**config.mk**
```make
export PLATFORM = sky130hd
export DESIGN_NAME = signed_decimal_ascii_formatter
export DESIGN_NICKNAME = d
export VERILOG_FILES = /design/src/hdl/sdaf_pkg.sv /design/src/hdl/signed_decimal_ascii_formatter.sv /design/src/hdl/sdaf_datapath.sv /design/src/hdl/sdaf_ctrl.sv
export SDC_FILE = /design/constraint.sdc
export NUM_CORES = 1
export LEC_CHECK = 0
export ABC_AREA = 1
export BUFFER_PORTS_ARGS = -buffer_cell sky130_fd_sc_hd__buf_2
export CORE_ASPECT_RATIO = 1.2
export CORE_MARGIN = 1
export CORE_UTILIZATION = 60
export DETAILED_ROUTE_END_ITERATION = 6
export PLACE_DENSITY = 0.77
export SLEW_MARGIN = 20
export SYNTH_ARGS = -nofsm -noshare
export SYNTH_HDL_FRONTEND = slang
export SYNTH_SLANG_ARGS = --single-unit
```
**constraint.sdc**
```tcl
create_clock -name clk -period 3.05 [get_ports clk]
set_input_delay 0.61 -clock clk [delete_from_list [all_inputs] [get_ports clk]]
set_output_delay 0.61 -clock clk [all_outputs]
set_load 0.02 [all_outputs]
```
**src/hdl/sdaf_pkg.sv**
```systemverilog
// Shared types and constants for the signed decimal ASCII formatter.
// No dependencies; imported by the controller, datapath and top level.
`default_nettype none
package sdaf_pkg;

  localparam int CHAR_W = 7;
  localparam logic [CHAR_W-1:0] CHAR_MINUS = 7'd45;
  localparam logic [CHAR_W-1:0] CHAR_ZERO  = 7'd48;

  typedef enum logic [2:0] {
    ST_IDLE,
    ST_CONVERT,
    ST_SKIP,
    ST_SIGN,
    ST_DIGIT
  } state_t;

  typedef struct packed {
    logic load;
    logic conv_step;
    logic shift_digit;
    logic sel_sign;
  } cmd_t;

  typedef struct packed {
    logic conv_done;
    logic top_zero;
    logic one_left;
    logic negative;
  } status_t;

endpackage
`default_nettype wire

```
**src/hdl/signed_decimal_ascii_formatter.sv**
```systemverilog
// Top level of the signed decimal ASCII formatter.
// Depends on sdaf_pkg, sdaf_ctrl and sdaf_datapath.
//
// Usage:
//   Slave stream s_*: one word carries a signed two's-complement value in
//   s_tdata[VALUE_WIDTH-1:0], zero-padded to whole bytes.
//   Master stream m_*: one word per character, most significant digit first,
//   '-' leading for negative values; m_tlast marks the final character.
//   Zero gives the single character '0'; the most negative value is exact.
// Timing:
//   s_tready is high only while idle. After a word is accepted, the
//   bit-serial BCD conversion runs over all VALUE_WIDTH bits (one bit per
//   cycle through the shift register), then leading zero digits are skipped
//   and the first character is picked, then one character per cycle is
//   offered while m_tready is high.
// Reset (rst, synchronous) returns the controller to idle and drops any
// number in progress. A stall on m_tready holds the current character;
// no new word is taken until the last character is delivered.
`default_nettype none
module signed_decimal_ascii_formatter import sdaf_pkg::*; #(
  parameter int VALUE_WIDTH = 32
) (
  input  wire logic                              clk,
  input  wire logic                              rst,
  input  wire logic                              s_tvalid,
  output logic                                   s_tready,
  // fields from bit 0: value[VALUE_WIDTH-1:0], zero pad
  input  wire logic [((VALUE_WIDTH+7)/8)*8-1:0]  s_tdata,
  output logic                                   m_tvalid,
  input  wire logic                              m_tready,
  // fields from bit 0: char_code[6:0], zero pad
  output logic [7:0]                             m_tdata,
  // is_last
  output logic                                   m_tlast
);

  cmd_t              cmd;
  status_t           status;
  logic [CHAR_W-1:0] char_code;

  sdaf_ctrl u_ctrl (
    .clk       (clk),
    .rst       (rst),
    .in_valid  (s_tvalid),
    .in_ready  (s_tready),
    .out_valid (m_tvalid),
    .out_ready (m_tready),
    .status    (status),
    .cmd       (cmd)
  );

  sdaf_datapath #(
    .VALUE_WIDTH (VALUE_WIDTH)
  ) u_datapath (
    .clk       (clk),
    .value     (s_tdata[VALUE_WIDTH-1:0]),
    .cmd       (cmd),
    .status    (status),
    .char_code (char_code),
    .is_last   (m_tlast)
  );

  assign m_tdata = {1'b0, char_code};

  a_no_overlap: assert property (@(posedge clk) disable iff (rst)
    !(s_tready && m_tvalid))
    else $error("input accepted while a character is offered");

  a_convert_gap: assert property (@(posedge clk) disable iff (rst)
    (s_tvalid && s_tready) |=> !m_tvalid)
    else $error("character offered right after accept");

  a_last_idle: assert property (@(posedge clk) disable iff (rst)
    (m_tvalid && m_tready && m_tlast) |=> (s_tready && !m_tvalid))
    else $error("not idle after final character");

  a_digit_range: assert property (@(posedge clk) disable iff (rst)
    m_tvalid |-> (m_tdata == 8'd45 || (m_tdata >= 8'd48 && m_tdata <= 8'd57)))
    else $error("bad character code");

endmodule
`default_nettype wire

```
**src/hdl/sdaf_datapath.sv**
```systemverilog
// Datapath: magnitude, bit-serial binary-to-BCD shift register, digit counter
// and output character mux. Depends on sdaf_pkg.
`default_nettype none
module sdaf_datapath import sdaf_pkg::*; #(
  parameter int VALUE_WIDTH = 32
) (
  input  wire logic                   clk,
  input  wire logic [VALUE_WIDTH-1:0] value,
  input  wire cmd_t                   cmd,
  output status_t                     status,
  output logic [CHAR_W-1:0]           char_code,
  output logic                        is_last
);

  localparam int NDIG = ((VALUE_WIDTH - 1) * 30103) / 100000 + 1;
  localparam int BW   = 4 * NDIG;
  localparam int CW   = $clog2(VALUE_WIDTH);
  localparam int RW   = $clog2(NDIG + 1);

  logic [VALUE_WIDTH-1:0] mag;
  logic [BW-1:0]          bcd;
  logic [BW-1:0]          bcd_adj;
  logic [CW-1:0]          cnt;
  logic [RW-1:0]          remaining;
  logic                   negative;
  logic [3:0]             top;

  // add-3 correction on every digit before each shift
  always_comb begin
    logic [3:0] nib;
    nib = 4'd0;
    for (int i = 0; i < NDIG; i++) begin
      nib = bcd[4*i +: 4];
      bcd_adj[4*i +: 4] = (nib >= 4'd5) ? nib + 4'd3 : nib;
    end
  end

  always_ff @(posedge clk) begin
    if (cmd.load) begin
      negative  <= value[VALUE_WIDTH-1];
      mag       <= value[VALUE_WIDTH-1] ? (~value + VALUE_WIDTH'(1)) : value;
      bcd       <= '0;
      cnt       <= '0;
      remaining <= RW'(NDIG);
    end else if (cmd.conv_step) begin
      bcd <= {bcd_adj[BW-2:0], mag[VALUE_WIDTH-1]};
      mag <= {mag[VALUE_WIDTH-2:0], 1'b0};
      cnt <= cnt + CW'(1);
    end else if (cmd.shift_digit) begin
      bcd       <= {bcd[BW-5:0], 4'd0};
      remaining <= remaining - RW'(1);
    end
  end

  assign top              = bcd[BW-1 -: 4];
  assign status.conv_done = (cnt == CW'(VALUE_WIDTH - 1));
  assign status.top_zero  = (top == 4'd0);
  assign status.one_left  = (remaining == RW'(1));
  assign status.negative  = negative;

  assign char_code = cmd.sel_sign ? CHAR_MINUS : CHAR_ZERO + {3'd0, top};
  assign is_last   = !cmd.sel_sign && status.one_left;

endmodule
`default_nettype wire

```
**src/hdl/sdaf_ctrl.sv**
```systemverilog
// Controller state machine: accept, convert, skip leading zeros, emit.
// Depends on sdaf_pkg.
`default_nettype none
module sdaf_ctrl import sdaf_pkg::*; (
  input  wire logic    clk,
  input  wire logic    rst,
  input  wire logic    in_valid,
  output logic         in_ready,
  output logic         out_valid,
  input  wire logic    out_ready,
  input  wire status_t status,
  output cmd_t         cmd
);

  state_t state;
  state_t state_next;

  always_ff @(posedge clk) begin
    if (rst) begin
      state <= ST_IDLE;
    end else begin
      state <= state_next;
    end
  end

  always_comb begin
    state_next = state;
    case (state)
      ST_IDLE: begin
        if (in_valid) state_next = ST_CONVERT;
      end
      ST_CONVERT: begin
        if (status.conv_done) state_next = ST_SKIP;
      end
      ST_SKIP: begin
        if (!(status.top_zero && !status.one_left)) begin
          state_next = status.negative ? ST_SIGN : ST_DIGIT;
        end
      end
      ST_SIGN: begin
        if (out_ready) state_next = ST_DIGIT;
      end
      ST_DIGIT: begin
        if (out_ready && status.one_left) state_next = ST_IDLE;
      end
      default: state_next = ST_IDLE;
    endcase
  end

  always_comb begin
    in_ready        = 1'b0;
    out_valid       = 1'b0;
    cmd.load        = 1'b0;
    cmd.conv_step   = 1'b0;
    cmd.shift_digit = 1'b0;
    cmd.sel_sign    = 1'b0;
    case (state)
      ST_IDLE: begin
        in_ready = 1'b1;
        cmd.load = in_valid;
      end
      ST_CONVERT: begin
        cmd.conv_step = 1'b1;
      end
      ST_SKIP: begin
        cmd.shift_digit = status.top_zero && !status.one_left;
      end
      ST_SIGN: begin
        out_valid    = 1'b1;
        cmd.sel_sign = 1'b1;
      end
      ST_DIGIT: begin
        out_valid       = 1'b1;
        cmd.shift_digit = out_ready;
      end
      default: begin
      end
    endcase
  end

endmodule
`default_nettype wire
```
======== After elaboration in Yosys (flattened, before gate mapping) ========
Index checks and enable logic that the tools add are counted.
word-level totals
  register bits ........................... 85
  bits in latches ......................... 0
  RAM bits ................................ 0
  bits in read-only memories .............. 0
  input port bits ......................... 36
  output and inout port bits .............. 11
  word-level logic and storage cells ...... 84
  memories kept ........................... 0
cells by class
  add/subtract/negate cells ............... 14
  multiply operators ...................... 0
  divide/modulo/power cells ............... 0
  $lt $le $gt $ge ......................... 10
  equal/unequal tests ..................... 11
  shift-type cells ........................ 0
  multiplexer cells ....................... 29
  bitwise operators ....................... 2
  reductions and logical operators ........ 12
operator list
  cell                                                 count
  two-way mux 32 bit                                   3
  two-way mux 40 bit                                   2
  >= comparator 4 x 3 -> 1 bit, second input constant  10
  adder 4 x 2 -> 4 bit, second input constant          9
  two-way mux 4 bit                                    9
  adder 32 x 1 -> 32 bit, second input constant        1
  NOT 32 bit                                           1
  two-way mux 3 bit                                    7
  case mux 3 bit (5 select lines)                      1
  != test 2 bit, second input constant                 4
  adder 6 x 4 -> 7 bit, first input constant           1
  two-way mux 7 bit                                    1
  == test 3 x 2 -> 1 bit, second input constant        2
  adder 5 x 1 -> 5 bit, second input constant          1
  == test 5 bit, second input constant                 1
  two-way mux 1 bit                                    5
  AND reduction 5 bit                                  1
  == test 4 x 1 -> 1 bit, second input constant        1
  logical NOT 4 bit                                    1
  nonzero test 2 bit                                   2
  subtractor 4 x 1 -> 4 bit, second input constant     1
  adder 3 x 2 -> 3 bit, second input constant          1
  == test 3 x 1 -> 1 bit, second input constant        1
  == test 3 bit, second input constant                 1
  8 further kinds                                      11

======== Longest topological paths before layout ========
  depth in word-level cells ............... 6
  gate-level depth with buffers ........... 12

======== Hierarchy ========
From an unflattened synthesis, not the netlist that was laid out.
unflattened totals
  cells, all modules ...................... 778
  area, all modules ....................... 5596.6 µm²
by module, submodules not included
  module                          instances  cells each  area each (µm²)
  sdaf_datapath                   1          724         5256.3
  sdaf_ctrl                       1          52          329.1
  signed_decimal_ascii_formatter  1          2           11.3

======== Worst setup path after synthesis ========
No wires, ideal clock.
  path kind ............................... register to register
  from .................................... reg u_ctrl.state[0]
  to ...................................... reg u_datapath.mag[0], enable pin
  data arrival time ....................... 2064 ps
  required time ........................... 2663 ps
  slack ................................... 600 ps
  cell stages (with the launch flop) ...... 8
  path buffers ............................ 2
  period minus slack after synthesis ...... 2450 ps
  path through ............................ dfxtp_1 -> buf_2 -> nor3_2 -> nand2_2 -> inv_2 -> buf_2 -> nor2_1 -> inv_1
between the ends
  word-level cells in the longest chain between the ends .. 3
  elaborated cells on any way between the ends .. 5
  classes of those cells .................. 1 x eq/ne; 2 x mux; 2 x reduce/logical
RTL lines
  item                                                         line                 source
  start, declared                                              sdaf_ctrl.sv:15      state_t state;
  start signal, assigned                                       sdaf_ctrl.sv:22      state <= state_next;
  == test 3 x 1 -> 1 bit or logical NOT 3 bit (tied branches)  sdaf_ctrl.sv:57      case (state)
  two-way mux 1 bit                                            sdaf_ctrl.sv:57
  nonzero test 2 bit (no source line) (*)                      -
  end signal, assigned                                         sdaf_datapath.sv:41  mag <= value[VALUE_WIDTH-1] ? (~value + VALUE_WIDTH'(1)) : value;
  end signal, assigned                                         sdaf_datapath.sv:47  mag <= {mag[VALUE_WIDTH-2:0], 1'b0};
  end, declared                                                sdaf_datapath.sv:20  logic [VALUE_WIDTH-1:0] mag;
Mark *: on every way between the ends. The rest lies on a longest branch, timed or not.
A chain may end at the register's enable or synchronous reset.

======== Worst setup path in the final report ========
  from .................................... reg u_ctrl.state[1]
  to ...................................... out m_tvalid
between the ends
  word-level cells in the longest chain between the ends .. 3
  elaborated cells on any way between the ends .. 4
  classes of those cells .................. 2 x eq/ne; 1 x mux; 1 x reduce/logical
RTL lines
  item                                                     line                                  source
  == test 3 x 2 -> 1 bit or == test 3 bit (tied branches)  sdaf_ctrl.sv:57
  OR reduction 2 bit (no source line) (*)                  -
  two-way mux 1 bit (*)                                    sdaf_ctrl.sv:57
  end, declared                                            signed_decimal_ascii_formatter.sv:29  output logic m_tvalid,
Marks and branches as above.

==> out/qor.csv <==
metric;value;unit
status;complete, no violations;
H-tree depth;3;
final layout net count;877;
r2r setup slk;0.89;ns
TritonCTS clock tree;yes;
routability-driven placement congestion ratio;0.972;
Tightest Pin Transition;0.688;ns
Stages on worst setup path;6;
CP endpoint;m_tvalid;
post-CTS sizing;0;
final hold slack;0.486;ns
Area after DPL;0.00569;sq mm
maximum vdd ir drop;0.453;mV
final cycle utilization of the critical path;0.757;
Max Cap Viol;0;
crit-path leading delay family;flip-flops;
CTS Hold Bufs;0;
worst path arrival time;1.70;ns
asr flop ratio synth;0;
Mapped Cells;783;
CP required;2.44;ns
vias in the first global route;4922;
CP Buf/Inv Count;3;
clk_lat worst skew;0.36;ns
Final Util;0.685;
Clock Skew;0.00937;ns
Startpoint Class;flop;
slowest stage delay, CP;0.49;ns
CP Launch Point;u_ctrl.state[1];
drt pass-1 iters;5;
Core ar.;0.00866;sq mm
Port-buffer cells;43;
layout cells sized above 1;0.0988;
drt wl/cell;13.1;microns
Reg2Reg Depth;7;
grt ovf;0;
Post-synth EDFFs;33;
FF-to-FF Start;u_ctrl.state[1];
CTS clk-pin slew, worst paths;0.08;ns
Max transition margin;0.537;
Die ar.;0.00942;sq mm
initial antenna violation count;0;
vias;5205;
setup TNS;0;ns
Area Overhead vs Synth;9.49;%
Avg Inst Size Synth;6.92;sq um
clock buffer depth;2;
die height;106;microns
Die Wd;88.8;microns
Routed WL;12300;microns
Lkg Pwr;2.53;nW
sequential area share after synthesis;0.375;
crit-path cells;inv_2 -> nor2_1 -> nand2_1 -> inv_1 -> or2_2 -> buf_2;
ANT cells;0;
Netlist Area Pre-Place;0.00542;sq mm
Hold WC Path Type;flop to flop;
fill count;787;
unrepaired setup endpoints after global routing;false;
CTS root buffer;clkbuf_8;
dpl hpwl;8740;microns
CP Capture Type;output port;
fin area;0.00593;sq mm
PwrDens;774;mW/mm^2
Final ANT Viol Nets;0;
num ports;47;
DRC viols;0;
DRT iter0 DRCs;340;
Main synth FF type;dfxtp_1;
largest net degree at the start of global routing;55;
Final Hold Fails;0;
max frequency;0.433;GHz
critical path class;flop to output port;
CTS sink count;85;
CTS buffer count;9;
synth unique cells;32;
initial core utilization;0.626;
Worst Path Max Fanout;5;
Vias/cell;5.55;
synthesized flop and latch total;85;
postcts setup bufs;0;
num rows;37;
Synthesis Warnings;0;
Worst path slowest cell;dfxtp_1;
Tmin final;2.31;ns
Final Max Slew Viols;0;
Global Route Usage Sum;0.281;
RR Endpoint;u_datapath.mag[15];
global-route wire length before repair;20800;microns
final setup violation count;0;
[worst min-delay path by stage]
| stage | startpoint | endpoint | slack [ns] | cells past startpoint |
|---|---|---|---|---|
| 2_1_floorplan | u_datapath.remaining[3] | u_datapath.remaining[3] | 0.45 | 1 |
| 3_3_place_gp | u_datapath.remaining[3] | u_datapath.remaining[3] | 0.46 | 1 |
| 3_5_place_dp | u_datapath.remaining[0] | u_datapath.remaining[0] | 0.48 | 2 |
| 4_1_cts | u_datapath.remaining[3] | u_datapath.remaining[3] | 0.49 | 1 |
| 5_1_grt | u_datapath.remaining[0] | u_datapath.remaining[0] | 0.51 | 2 |
| 6_report | u_datapath.remaining[0] | u_datapath.remaining[0] | 0.49 | 2 |
[cells by family (layout without fill, tap and decap cells)]
| family | Yosys count | in the layout | synth area share |
|---|---|---|---|
| and+or+nand+nor | 386 | 386 | 0.300 |
| DFF | 85 | 85 | 0.375 |
| adders and majority gates | 26 | 26 | 0.0600 |
| AOI/OAI and AO/OA | 152 | 152 | 0.148 |
| other | 2 | 3 | 0.00139 |
| buffers and inverters | 113 | 149 | 0.0850 |
| xor gates and xnor gates | 19 | 19 | 0.0307 |
[placed cells by master (no fill, tap or decap), drive strengths merged]
cell / count
nand2: 223
inv: 82
nor2: 73
o21ai: 64
nand3: 63
a21oi: 59
dfxtp: 52
buf: 51
edfxtp: 33
ha: 26
a31oi: 25
xor2: 13
nand4: 13
clkbuf: 10
xnor2: 6
or2: 5
o211ai: 4
conb: 3
bufinv: 3
nor3b: 3
nor3: 3
clkinv: 2
nand3b: 1
nor4: 1
and2: 1
clkinvlp: 1
[sequential cells by signal, summed over array words and instances (netlist names)]
register	cells
u_ctrl.state	3
u_datapath.bcd	40
u_datapath.cnt	5
u_datapath.mag	32
u_datapath.negative	1
u_datapath.remaining	4
[power by group]
part           internal, W  total, W  switching [W]
clock network     0.000544  0.000950       0.000405
registers          0.00166   0.00184       0.000177
logic             0.000532   0.00180        0.00127
[worst register-to-register path, cell delays in order (launching register included)]
cell and delay (ns):
dfxtp_1 0.40, nor3_2 0.32, nand2_2 0.09, inv_2 0.36, buf_4 0.36, buf_4 0.29, nand3_1 0.13, nand2_1 0.08
[area by class of cell]
class / instances / area (sq um) / area share
sequential: 85 / 2030 / 0.342
inverter: 82 / 308 / 0.0519
timing repair buffer: 51 / 275 / 0.0464
clock buffer: 10 / 128 / 0.0215
tap: 117 / 146 / 0.0247
multi-input combinational: 586 / 2930 / 0.494
clock inverter: 6 / 111 / 0.0188
[stage by stage]
step	total power (W)	std cells	setup WS (ns)
detailed placement	0.00366	921	0.707
floorplan	0.00317	784	0.600
finish	0.00459	937	0.742
global route	0.00493	937	0.586
global placement	0.00360	921	0.769
CTS	0.00462	937	0.745
[cells in the mapped netlist, types with 2 or more instances]
cell type,n,area (sq um)
nand3_1,63,315
ha_1,26,325
buf_2,17,85.1
nand4_1,13,81.3
xnor2_1,6,52.6
nand2_2,2,12.5
conb_1,2,7.51
inv_1,78,293
buf_4,4,30.0
inv_2,4,15.0
a31oi_1,25,156
or2_2,4,25.0
nor2_1,72,270
o21ai_1,2,10.0
a21oi_1,59,295
o211ai_1,4,30.0
dfxtp_1,52,1040
xor2_1,13,114
nor3b_1,2,15.0
edfxtp_1,33,991
nand2_1,221,830
o21ai_0,62,310
clkbuf_1,10,37.5
[metal layers]
metal  share of wire  wire, microns  up-vias  track usage
met5               0              0        -            0
met2            0.48           5910      134        0.479
li1                -              -     2651            -
met3           0.036            442       28       0.0373
met1            0.45           5540     2392        0.341
met4           0.031            378        0        0.144
Power figures use the tool's default switching activity.
